`src/rtl/pcf_pkg.sv`:
```
// Shared types and constants for the phase current filter with offset calibration.
// Used by pcf_ctrl, pcf_dp and the top level; depends on nothing else.
package pcf_pkg;

  typedef enum logic [1:0] {
    OP_SAMPLE     = 2'd0,
    OP_ZERO_BEGIN = 2'd1,
    OP_ZERO_APPLY = 2'd2
  } op_e;

  typedef enum logic [0:0] {
    REG_CURRENT_COEFF = 1'b0,
    REG_ZERO_COEFF    = 1'b1
  } cfg_reg_e;

  typedef enum logic [1:0] {
    ST_IDLE,
    ST_UPDATE,
    ST_EMIT
  } state_e;

  typedef struct packed {
    logic capture;
    logic update;
    logic emit;
  } pcf_cmd_t;

  localparam int OP_W       = 2;
  localparam int CFG_IDX_W  = 1;
  localparam int COEF_W     = 16;
  localparam int FILT_W     = 32;
  localparam int MA_AB_W    = 17;
  localparam int MA_C_W     = 18;
  localparam int MV_W       = 16;
  localparam int BUS_K_W    = 20;

  localparam logic [COEF_W-1:0] CURRENT_COEFF_RST = 16'd58982;
  localparam logic [COEF_W-1:0] ZERO_COEFF_RST    = 16'd64881;
  localparam logic [COEF_W:0]   COEF_ONE          = 17'h10000;
  localparam logic [BUS_K_W-1:0] BUS_MV_Q16       = 20'd834206;

  localparam int TRIM_A      = 1;
  localparam int TRIM_B      = 4;
  localparam int MA_LIMIT_AB = 36900;
  localparam int MA_LIMIT_C  = 73800;

endpackage

```
`src/rtl/pcf_ctrl.sv`:
```
// Sequencer for the phase current filter: capture, state update and result load.
// Drives the input stall and output valid; depends on pcf_pkg.
module pcf_ctrl (
  input  logic            clk_i,
  input  logic            rst_ni,
  input  logic            in_valid_i,
  output logic            in_stall_o,
  output logic            out_valid_o,
  input  logic            out_stall_i,
  output pcf_pkg::pcf_cmd_t cmd_o
);
  import pcf_pkg::*;

  state_e state_q, state_d;
  logic   out_valid_q, out_valid_d;

  always_ff @(posedge clk_i or negedge rst_ni) begin
    if (!rst_ni) begin
      state_q     <= ST_IDLE;
      out_valid_q <= 1'b0;
    end else begin
      state_q     <= state_d;
      out_valid_q <= out_valid_d;
    end
  end

  always_comb begin
    state_d    = state_q;
    cmd_o      = '0;
    in_stall_o = 1'b1;
    case (state_q)
      ST_IDLE: begin
        in_stall_o = 1'b0;
        if (in_valid_i) begin
          cmd_o.capture = 1'b1;
          state_d       = ST_UPDATE;
        end
      end
      ST_UPDATE: begin
        cmd_o.update = 1'b1;
        state_d      = ST_EMIT;
      end
      ST_EMIT: begin
        if (!out_valid_q || !out_stall_i) begin
          cmd_o.emit = 1'b1;
          state_d    = ST_IDLE;
        end
      end
      default: begin
        state_d = ST_IDLE;
      end
    endcase
    out_valid_d = cmd_o.emit | (out_valid_q & out_stall_i);
  end

  assign out_valid_o = out_valid_q;

endmodule

```
`config.mk`:
```
export PLATFORM = sky130hd
export DESIGN_NAME = pcf_ctrl
export DESIGN_NICKNAME = d
export VERILOG_FILES = /design/src/rtl/pcf_pkg.sv /design/src/rtl/pcf_ctrl.sv
export SDC_FILE = /design/constraint.sdc
export NUM_CORES = 1
export LEC_CHECK = 0
export ABC_CLOCK_PERIOD_IN_PS = 950
export CAP_MARGIN = 5
export CELL_PAD_IN_SITES_DETAIL_PLACEMENT = 2
export CELL_PAD_IN_SITES_GLOBAL_PLACEMENT = 2
export CORE_AREA = 2 2 39 41
export DETAILED_ROUTE_END_ITERATION = 16
export DIE_AREA = 0 0 41 43
export DONT_BUFFER_PORTS = 1
export PLACE_DENSITY_LB_ADDON = 0.2
export SYNTH_ARGS = -nofsm -noshare
export SYNTH_HDL_FRONTEND = slang
export SYNTH_SLANG_ARGS = --single-unit
```
`constraint.sdc`:
```
create_clock -name clk_i -period 0.95 [get_ports clk_i]
set_input_delay 0.095 -clock clk_i [delete_from_list [all_inputs] [get_ports clk_i]]
set_output_delay 0.095 -clock clk_i [all_outputs]
set_load 0.03 [all_outputs]
```
==> results.cfg, run 1 <==
[status]
status = finished, violations left
violations = setup timing

[timing]
setup_viol = 4
rsz0062_at_grt = yes
tightest_slew_ns = 0.250
max_freq_ghz = 0.850
hold_viol = 0
finalCriticalPeriod_ns = 1.18
slew_violations = 0
slew_headroom_pct = 83.3
fin_crit_sh_pct = 124
layout_setup_ws_ns = -0.227
clock-skew-final_ns = 0.00159

[yosys]
synth-edff-count = 0
synth_cell_type_count = 10
synth.cell_area_um2 = 133
yosys.area.top_type = dfrtp_1
synth_warnings = 0
syn_area_per_cell_um2 = 9.47
netlist_instances = 14
ys.flop_type = dfrtp_1
synthTopCellsByArea = dfrtp_1 (57%), buf_4 (5.7%), nand2_1 (5.7%), nor2_1 (5.7%), o21bai_1 (5.7%)
synth_top_area_share_pct = 56.6
synthTopCellsByCount = dfrtp_1 (3), nand2_1 (2), nor2_1 (2)
ys_ff_latch = 3
syn-num-nets = 18
async_reset_ff_share_pct = 100
yosysMostFrequentCell = dfrtp_1
synth-seq-area-share_pct = 56.6

[min_path]
hold_class = in -> reg

[pwr]
power_density_nw_per_um2 = 3330
power.total_uw = 804
leakage_uw = 0.000109
ir_worst_vdd_mv = 0.896

[cells_and_area]
drive_gt1_share_pct = 45.5
utilization_pct = 17.5
final_nets = 27
areaGrowthSynthToFinish_pct = 82.1
final_area_um2 = 241
fillers = 163
diodes = 0

[placed_design]
place.gp.congestion = 0.631
port_buffers = 0
dp_worst_setup_slack_ns = -0.00135
dpl_cell_area_um2 = 189

[routing]
drt_iter0_markers = 0
drc = 0
routedWlPerCell_um = 9.34
first_pass_iters = 1
vias = 124
viasPerCell = 3.26
drt_wl_total_um = 355
postRouteAntennaNets = 0

[grt]
grt_pass1_wl_um = 531
busiest_layer = met4
grt_overflow = 0
grt_start_max_net_pins = 4
grt_use_met3_pct = 4.71
grt_pass1_vias = 141
track_usage_pct = 5.63
met2_usage_pct = 6.56
antenna_found_initial = 0
grtUsageMet1_pct = 4.53

[critical_path]
worstSetupPathType = reg -> out
worst_setup_path_start_kind = flip-flop
worst_setup_path_end_kind = primary output
crit_arrival_ns = 1.08
cp_max_fo = 3
worstPathRequired_ns = 0.85

[cts]
cts.reportedPaths.clkPinSlew_ns = 0.04
cts.htree.levels = 1
clk_latency_ns = 0.23
root_buffer = clkbuf_4
cts_setup_buffers = 0
ctsLongestPathBuffers = 2
cts_sinks = 3
cts_buffers = 3
cts_tree = done

[floorplan]
die_w_um = 41
start_util_pct = 9.58
die-area_um2 = 1760
fp-row-count = 14
core_um2 = 1380
ios = 9
fp.dieH_um = 43

[job]
cap_violations = 0
-- layout by cell type (no fill, tap or decap) --
master / count
clkbuf_4: 3
nor2_4: 1
inv_1: 1
nor2_1: 1
dfrtp_1: 3
buf_4: 2
dlygate4sd3_1: 2
nand2_1: 2
o21bai_1: 1
clkbuf_1: 1
nor2b_1: 1
or2_4: 1
nand2b_2: 1
a21oi_4: 1
buf_6: 1
-- metrics by stage --
step                instances  hold slack, ns  setup TNS (ns)
floorplan                  14          -0.201         -0.0263
global placement           32          -0.201               0
detailed placement         32          -0.201        -0.00135
CTS                        38          0.0353          -0.828
global route               38          0.0584          -0.909
finish                     38          0.0447          -0.761
-- timing repair --
item / in CTS / in global routing
hold endpoints to repair: 4 / 0
gates resized for setup: 0 / 2
pin swaps: 1 / 0
endpoints found under the setup margin: 4 / 5
hold buffers: 2 / 0
-- final cells by class --
cell class              instances  area (um^2)  share of cell area, %
well taps                      16         20.0                   8.29
inverters                       1         3.75                   1.55
repair buffers                  5         46.3                   19.2
multi-input cells               9         70.1                   29.0
flip-flops and latches          3         75.1                   31.1
clock buffers                   4         26.3                   10.9
-- path summary, 6_finish.rpt --
| check | startpoint | endpoint | slack [ns] | cells after the start |
|---|---|---|---|---|
| max | state_q[1]$_DFFE_PN0P_ | cmd_o[2] | -0.23 | 2 |
| min | in_valid_i | state_q[0]$_DFFE_PN0P_ | 0.04 | 2 |
| max reg2reg | state_q[0]$_DFFE_PN0P_ | state_q[1]$_DFFE_PN0P_ | 0.13 | 2 |
| min reg2reg | state_q[0]$_DFFE_PN0P_ | state_q[0]$_DFFE_PN0P_ | 0.57 | 2 |
| max in group asynchronous | rst_ni | state_q[0]$_DFFE_PN0P_ | 0.69 | 1 |
| min in group asynchronous | rst_ni | state_q[1]$_DFFE_PN0P_ | 0.11 | 1 |
-- critical path: stages, from the launching register on --
cell and delay, ns:
dfrtp_1 0.40, or2_4 0.26, nor2_4 0.19
-- kinds of logic (layout without fill, tap and decap cells) --
logic type / after synthesis / in the layout / share of synthesized area (%)
flops: 3 / 3 / 56.6
compound gates: 2 / 2 / 9.43
simple gates: 7 / 7 / 25.5
buf+inv: 2 / 10 / 8.49
-- registers in the layout, summed over array words and instances (netlist names) --
register	cells
state_q	2
out_valid_o	1
-- layer usage --
layer  vias to the layer above  share of wire, %
li1                         58                 -
met1                        56                43
met2                         8                43
met3                         2               8.2
met4                         0               5.4
met5                         -                 0
-- report_power, final --
part | leakage [uW] | internal (uW) | switching (uW)
Sequential | 0.0000384 | 169 | 46.2
Combinational | 0.0000557 | 139 | 222
Clock | 0.0000150 | 158 | 69.8
Note: power is estimated with default switching activity, not from simulation.
==> run 2, diff against run 1 <==
--- a/config.mk
+++ b/config.mk
@@ -10,6 +10,7 @@
 export CELL_PAD_IN_SITES_DETAIL_PLACEMENT = 2
 export CELL_PAD_IN_SITES_GLOBAL_PLACEMENT = 2
 export CORE_AREA = 2 2 39 41
+export CTS_CLUSTER_DIAMETER = 40
 export DETAILED_ROUTE_END_ITERATION = 16
 export DIE_AREA = 0 0 41 43
 export DONT_BUFFER_PORTS = 1
@@ -17,3 +18,4 @@
 export SYNTH_ARGS = -nofsm -noshare
 export SYNTH_HDL_FRONTEND = slang
 export SYNTH_SLANG_ARGS = --single-unit
+export TNS_END_PERCENT = 10
==> results.cfg, run 2 (same netlist as run 1, synthesis figures left out) <==
[status]
status = finished, violations left
violations = setup timing

[floorplan]
start_util_pct = 9.58
core_um2 = 1380
fp-row-count = 14
die_w_um = 41
fp.dieH_um = 43
die-area_um2 = 1760
ios = 9

[cells_and_area]
largest_register_ffs = 2
diodes = 0
areaGrowthSynthToFinish_pct = 86.8
layout_commonest_cell = buf_4
final_nets = 28
regMostFlops = state_q
drive_gt1_share_pct = 52.2
final_cell_mix = buf_4 (4), clkbuf_4 (3), dfrtp_1 (3), nand2_1 (2)

[timing]
setup_tns_ns = -0.726
clock-skew-final_ns = 0.000578
slew_headroom_pct = 86.0
setup_viol = 4
max_freq_ghz = 0.857
tightest_slew_ns = 0.210
hold_viol = 0
layout_setup_ws_ns = -0.217
rsz0062_at_grt = yes
finalCriticalPeriod_ns = 1.17
fin_crit_sh_pct = 123
slew_violations = 0

[grt]
antenna_found_initial = 0
grt_overflow = 0
grt_pass1_vias = 155
grt_pass1_wl_um = 600
track_usage_pct = 5.52
grt_start_max_net_pins = 4

[cts]
cts.reportedPaths.clkPinSlew_ns = 0.04
cts_sinks = 3
root_buffer = clkbuf_4
cts.htree.levels = 1
cts_tree = done
ctsLongestPathBuffers = 2
cts_buffers = 3
clk_latency_ns = 0.23

[routing]
drt_iter0_markers = 1
postRouteAntennaNets = 0
viasPerCell = 3.21
vias = 125
drc = 0
drt_wl_total_um = 324
first_pass_iters = 2
routedWlPerCell_um = 8.31

[critical_path]
r2r.worst_path.cells = 3
worstSetupPathType = reg -> out
cp_max_fo = 3
rrSetupSlack_ns = 0.07
worst_setup_path_end_kind = primary output
worstPathRequired_ns = 0.85
reg2reg_to = state_q[1]$_DFFE_PN0P_
r2r-start = state_q[0]$_DFFE_PN0P_
crit_arrival_ns = 1.07
worst_setup_path_start_kind = flip-flop

[placed_design]
place.gp.congestion = 0.676
port_buffers = 0

[min_path]
hold_depth = 2
min_to = out_valid_o$_DFF_PN0_
worstHoldStart = out_stall_i
hold_class = in -> reg

[job]
cap_violations = 0

[pwr]
ir_worst_vdd_mv = 0.777
power.total_uw = 826
power_density_nw_per_um2 = 3330
leakage_uw = 0.000117
[run 2: cell types whose count changed in the layout (fill, tap and decap cells not counted)]
cell           previous run  this run
dlygate4sd3_1             2         1
nand2b_2                  1         0
a21oi_2                   0         1
a21oi_4                   1         0
o21bai_1                  1         0
nand2b_1                  0         1
buf_4                     2         4
o21bai_4                  0         1
[run 2: timing repair]
item                                    in CTS  in global routing
hold buffers                                 1                  0
endpoints found under the setup margin       4                  5
pin swaps                                    1                  0
hold endpoints to repair                     3                  0
gates resized for setup                      1                  1
buffers inserted                             0                  0
[run 2: layout make-up]
cell class | count | area, um^2
fill | 158 | 1140
sequential | 3 | 75.1
multi-input combinational | 9 | 71.3
timing repair buffer | 6 | 51.3
clock buffer | 4 | 26.3
tap | 16 | 20.0
inverter | 1 | 3.75
[run 2: per-layer routing]
metal  GRT usage, %  routed length, um  vias to the layer above
met5              0                  0                        -
met3           3.66                 22                        0
met1           5.47                146                       61
li1               -                  -                       59
met4           6.00                  0                        0
met2           6.88                155                        5
[run 2: report_power, final]
| part | leakage (uW) | switching (uW) | internal (uW) |
|---|---|---|---|
| clock | 0.0000150 | 59.7 | 157 |
| sequential | 0.0000384 | 35.9 | 169 |
| combinational | 0.0000632 | 237 | 167 |
[run 2: how the worst max path moves through the flow]
stage,startpoint,endpoint,slack [ns],depth (start not counted)
floorplan,state_q[0]$_DFFE_PN0P_,cmd_o[2],-0.03,2
global placement,state_q[0]$_DFFE_PN0P_,cmd_o[2],0.003,2
detailed placement,state_q[0]$_DFFE_PN0P_,cmd_o[2],-0.006,2
CTS,state_q[0]$_DFFE_PN0P_,cmd_o[2],-0.23,2
global route,state_q[1]$_DFFE_PN0P_,cmd_o[2],-0.27,2
finish,state_q[0]$_DFFE_PN0P_,cmd_o[2],-0.22,2
[run 2: per-stage QoR]
stage | area, um^2 | cells | utilization, % | setup slack (ns) | hold slack, ns
floorplan | 146 | 14 | - | -0.0263 | -0.201
global placement | 196 | 34 | 14.2 | 0.00309 | -0.201
detailed placement | 196 | 34 | 14.2 | -0.00619 | -0.201
CTS | 236 | 39 | 17.1 | -0.233 | 0.00859
global route | 248 | 39 | 17.9 | -0.272 | 0.0807
finish | 248 | 39 | 17.9 | -0.217 | 0.0606
[run 2: worst max-delay path, stage by stage, from the launching register on]
cell	delay [ns]
dfrtp_1	0.38
or2_4	0.28
nor2_4	0.19
==> run 3, diff against run 2 <==
--- a/config.mk
+++ b/config.mk
@@ -15,6 +15,8 @@
 export DIE_AREA = 0 0 41 43
 export DONT_BUFFER_PORTS = 1
 export PLACE_DENSITY_LB_ADDON = 0.2
+export SKIP_CTS_REPAIR_TIMING = 1
+export SLEW_MARGIN = 10
 export SYNTH_ARGS = -nofsm -noshare
 export SYNTH_HDL_FRONTEND = slang
 export SYNTH_SLANG_ARGS = --single-unit
==> results.cfg, run 3 (same netlist as run 1, synthesis figures left out) <==
[routing]
viasPerCell = 3.23
drt_wl_total_um = 320
first_pass_iters = 2
vias = 126
drt_iter0_markers = 1
drc = 0
postRouteAntennaNets = 0
routedWlPerCell_um = 8.21

[critical_path]
crit_chain = or2_4, nor2_4
cpMaxStageDelayCell = dfrtp_1
cp_num_cells = 2
worstSetupEndpoint = cmd_o[2]
crit_family = simple AND/OR/NAND/NOR gates
crit_arrival_ns = 1.07
worstPathRequired_ns = 0.85
cp_slowest_stage_delay_ns = 0.38
worst_setup_path_start_kind = flip-flop
rrSetupSlack_ns = 0.07
r2r-start = state_q[0]$_DFFE_PN0P_
crit_start = state_q[0]$_DFFE_PN0P_
worst_setup_path_end_kind = primary output
worstSetupPathType = reg -> out
cp_max_fo = 3
crit_buf_inv = 0
r2r.worst_path.cells = 3
reg2reg_to = state_q[1]$_DFFE_PN0P_

[cells_and_area]
areaGrowthSynthToFinish_pct = 84.0
fillers = 160
layout_commonest_cell = buf_4
diodes = 0
final_cell_mix = buf_4 (5), clkbuf_4 (3), dfrtp_1 (3), nand2_1 (2)
final_nets = 28
final_area_um2 = 244
utilization_pct = 17.6
largest_register_ffs = 2
regMostFlops = state_q
drive_gt1_share_pct = 52.2

[cts]
cts.htree.levels = 1
cts_buffers = 3
cts.reportedPaths.clkPinSlew_ns = 0.04
cts_sinks = 3
ctsLongestPathBuffers = 2
root_buffer = clkbuf_4
cts_tree = done
clk_latency_ns = 0.23

[timing]
slew_headroom_pct = 86.0
rsz0062_at_grt = yes
setup_tns_ns = -0.727
max_freq_ghz = 0.857
slew_violations = 0
hold_viol = 0
tightest_slew_ns = 0.210
layout_setup_ws_ns = -0.217
fin_crit_sh_pct = 123
setup_viol = 4
finalCriticalPeriod_ns = 1.17
clock-skew-final_ns = 0.000578

[grt]
grt_start_max_net_pins = 4
track_usage_pct = 5.42
grt_overflow = 0
grt_pass1_wl_um = 586
antenna_found_initial = 0
grt_pass1_vias = 153

[pwr]
ir_worst_vdd_mv = 0.767
power_density_nw_per_um2 = 3350
leakage_uw = 0.000116

[job]
cap_violations = 0

[floorplan]
die-area_um2 = 1760
die_w_um = 41
core_um2 = 1380
fp-row-count = 14
start_util_pct = 9.58
ios = 9
fp.dieH_um = 43

[status]
status = finished, violations left
violations = setup timing

[placed_design]
place.gp.congestion = 0.676
port_buffers = 0
dpl_cell_area_um2 = 196
dp_worst_setup_slack_ns = -0.00619

[min_path]
hold_class = in -> reg
hold_depth = 2
==> run 3: where the power goes <==
part | total (uW) | switching (uW) | internal, uW
sequential | 205 | 35.9 | 169
clock | 217 | 59.7 | 157
combinational | 395 | 235 | 160
==> run 3: stage by stage <==
| stage | power, uW | instances | hold WS, ns |
|---|---|---|---|
| 2_1_floorplan | 462 | 14 | -0.201 |
| 3_3_place_gp | 574 | 34 | -0.201 |
| 3_5_place_dp | 579 | 34 | -0.201 |
| 4_1_cts | 808 | 38 | -0.446 |
| 5_1_grt | 874 | 39 | 0.0807 |
| 6_report | 816 | 39 | 0.0608 |
==> run 3: worst register-to-register path, stage by stage, from the launching register on <==
cell      delay [ns]
dfrtp_1         0.38
nand2b_1        0.17
buf_4           0.15
o21bai_4        0.10
==> run 3: final cells by class <==
type	instances	area [um^2]	share of cell area [%]
multi-input cells	9	71.3	29.2
repair buffers	6	47.5	19.5
flip-flops and latches	3	75.1	30.8
inverters	1	3.75	1.54
well taps	16	20.0	8.21
clock buffers	4	26.3	10.8
==> run 3: metal layers <==
layer	up-vias	part of all wire, %	wire, um	global-route usage, %
li1	59	-	-	-
met1	62	45	145	5.14
met2	5	48	152	6.88
met3	0	6.9	22	3.66
met4	0	0	0	6.00
met5	-	0	0	0
==> run 3: how the worst min path moves through the flow <==
stage | to | start | slack, ns
after detailed placement | out_valid_o$_DFF_PN0_ | rst_ni | -0.20
final | out_valid_o$_DFF_PN0_ | out_stall_i | 0.06
after global routing | state_q[0]$_DFFE_PN0P_ | in_valid_i | 0.08
after global placement | out_valid_o$_DFF_PN0_ | rst_ni | -0.20
after CTS | state_q[0]$_DFFE_PN0P_ | rst_ni | -0.45
after floorplan | out_valid_o$_DFF_PN0_ | rst_ni | -0.20
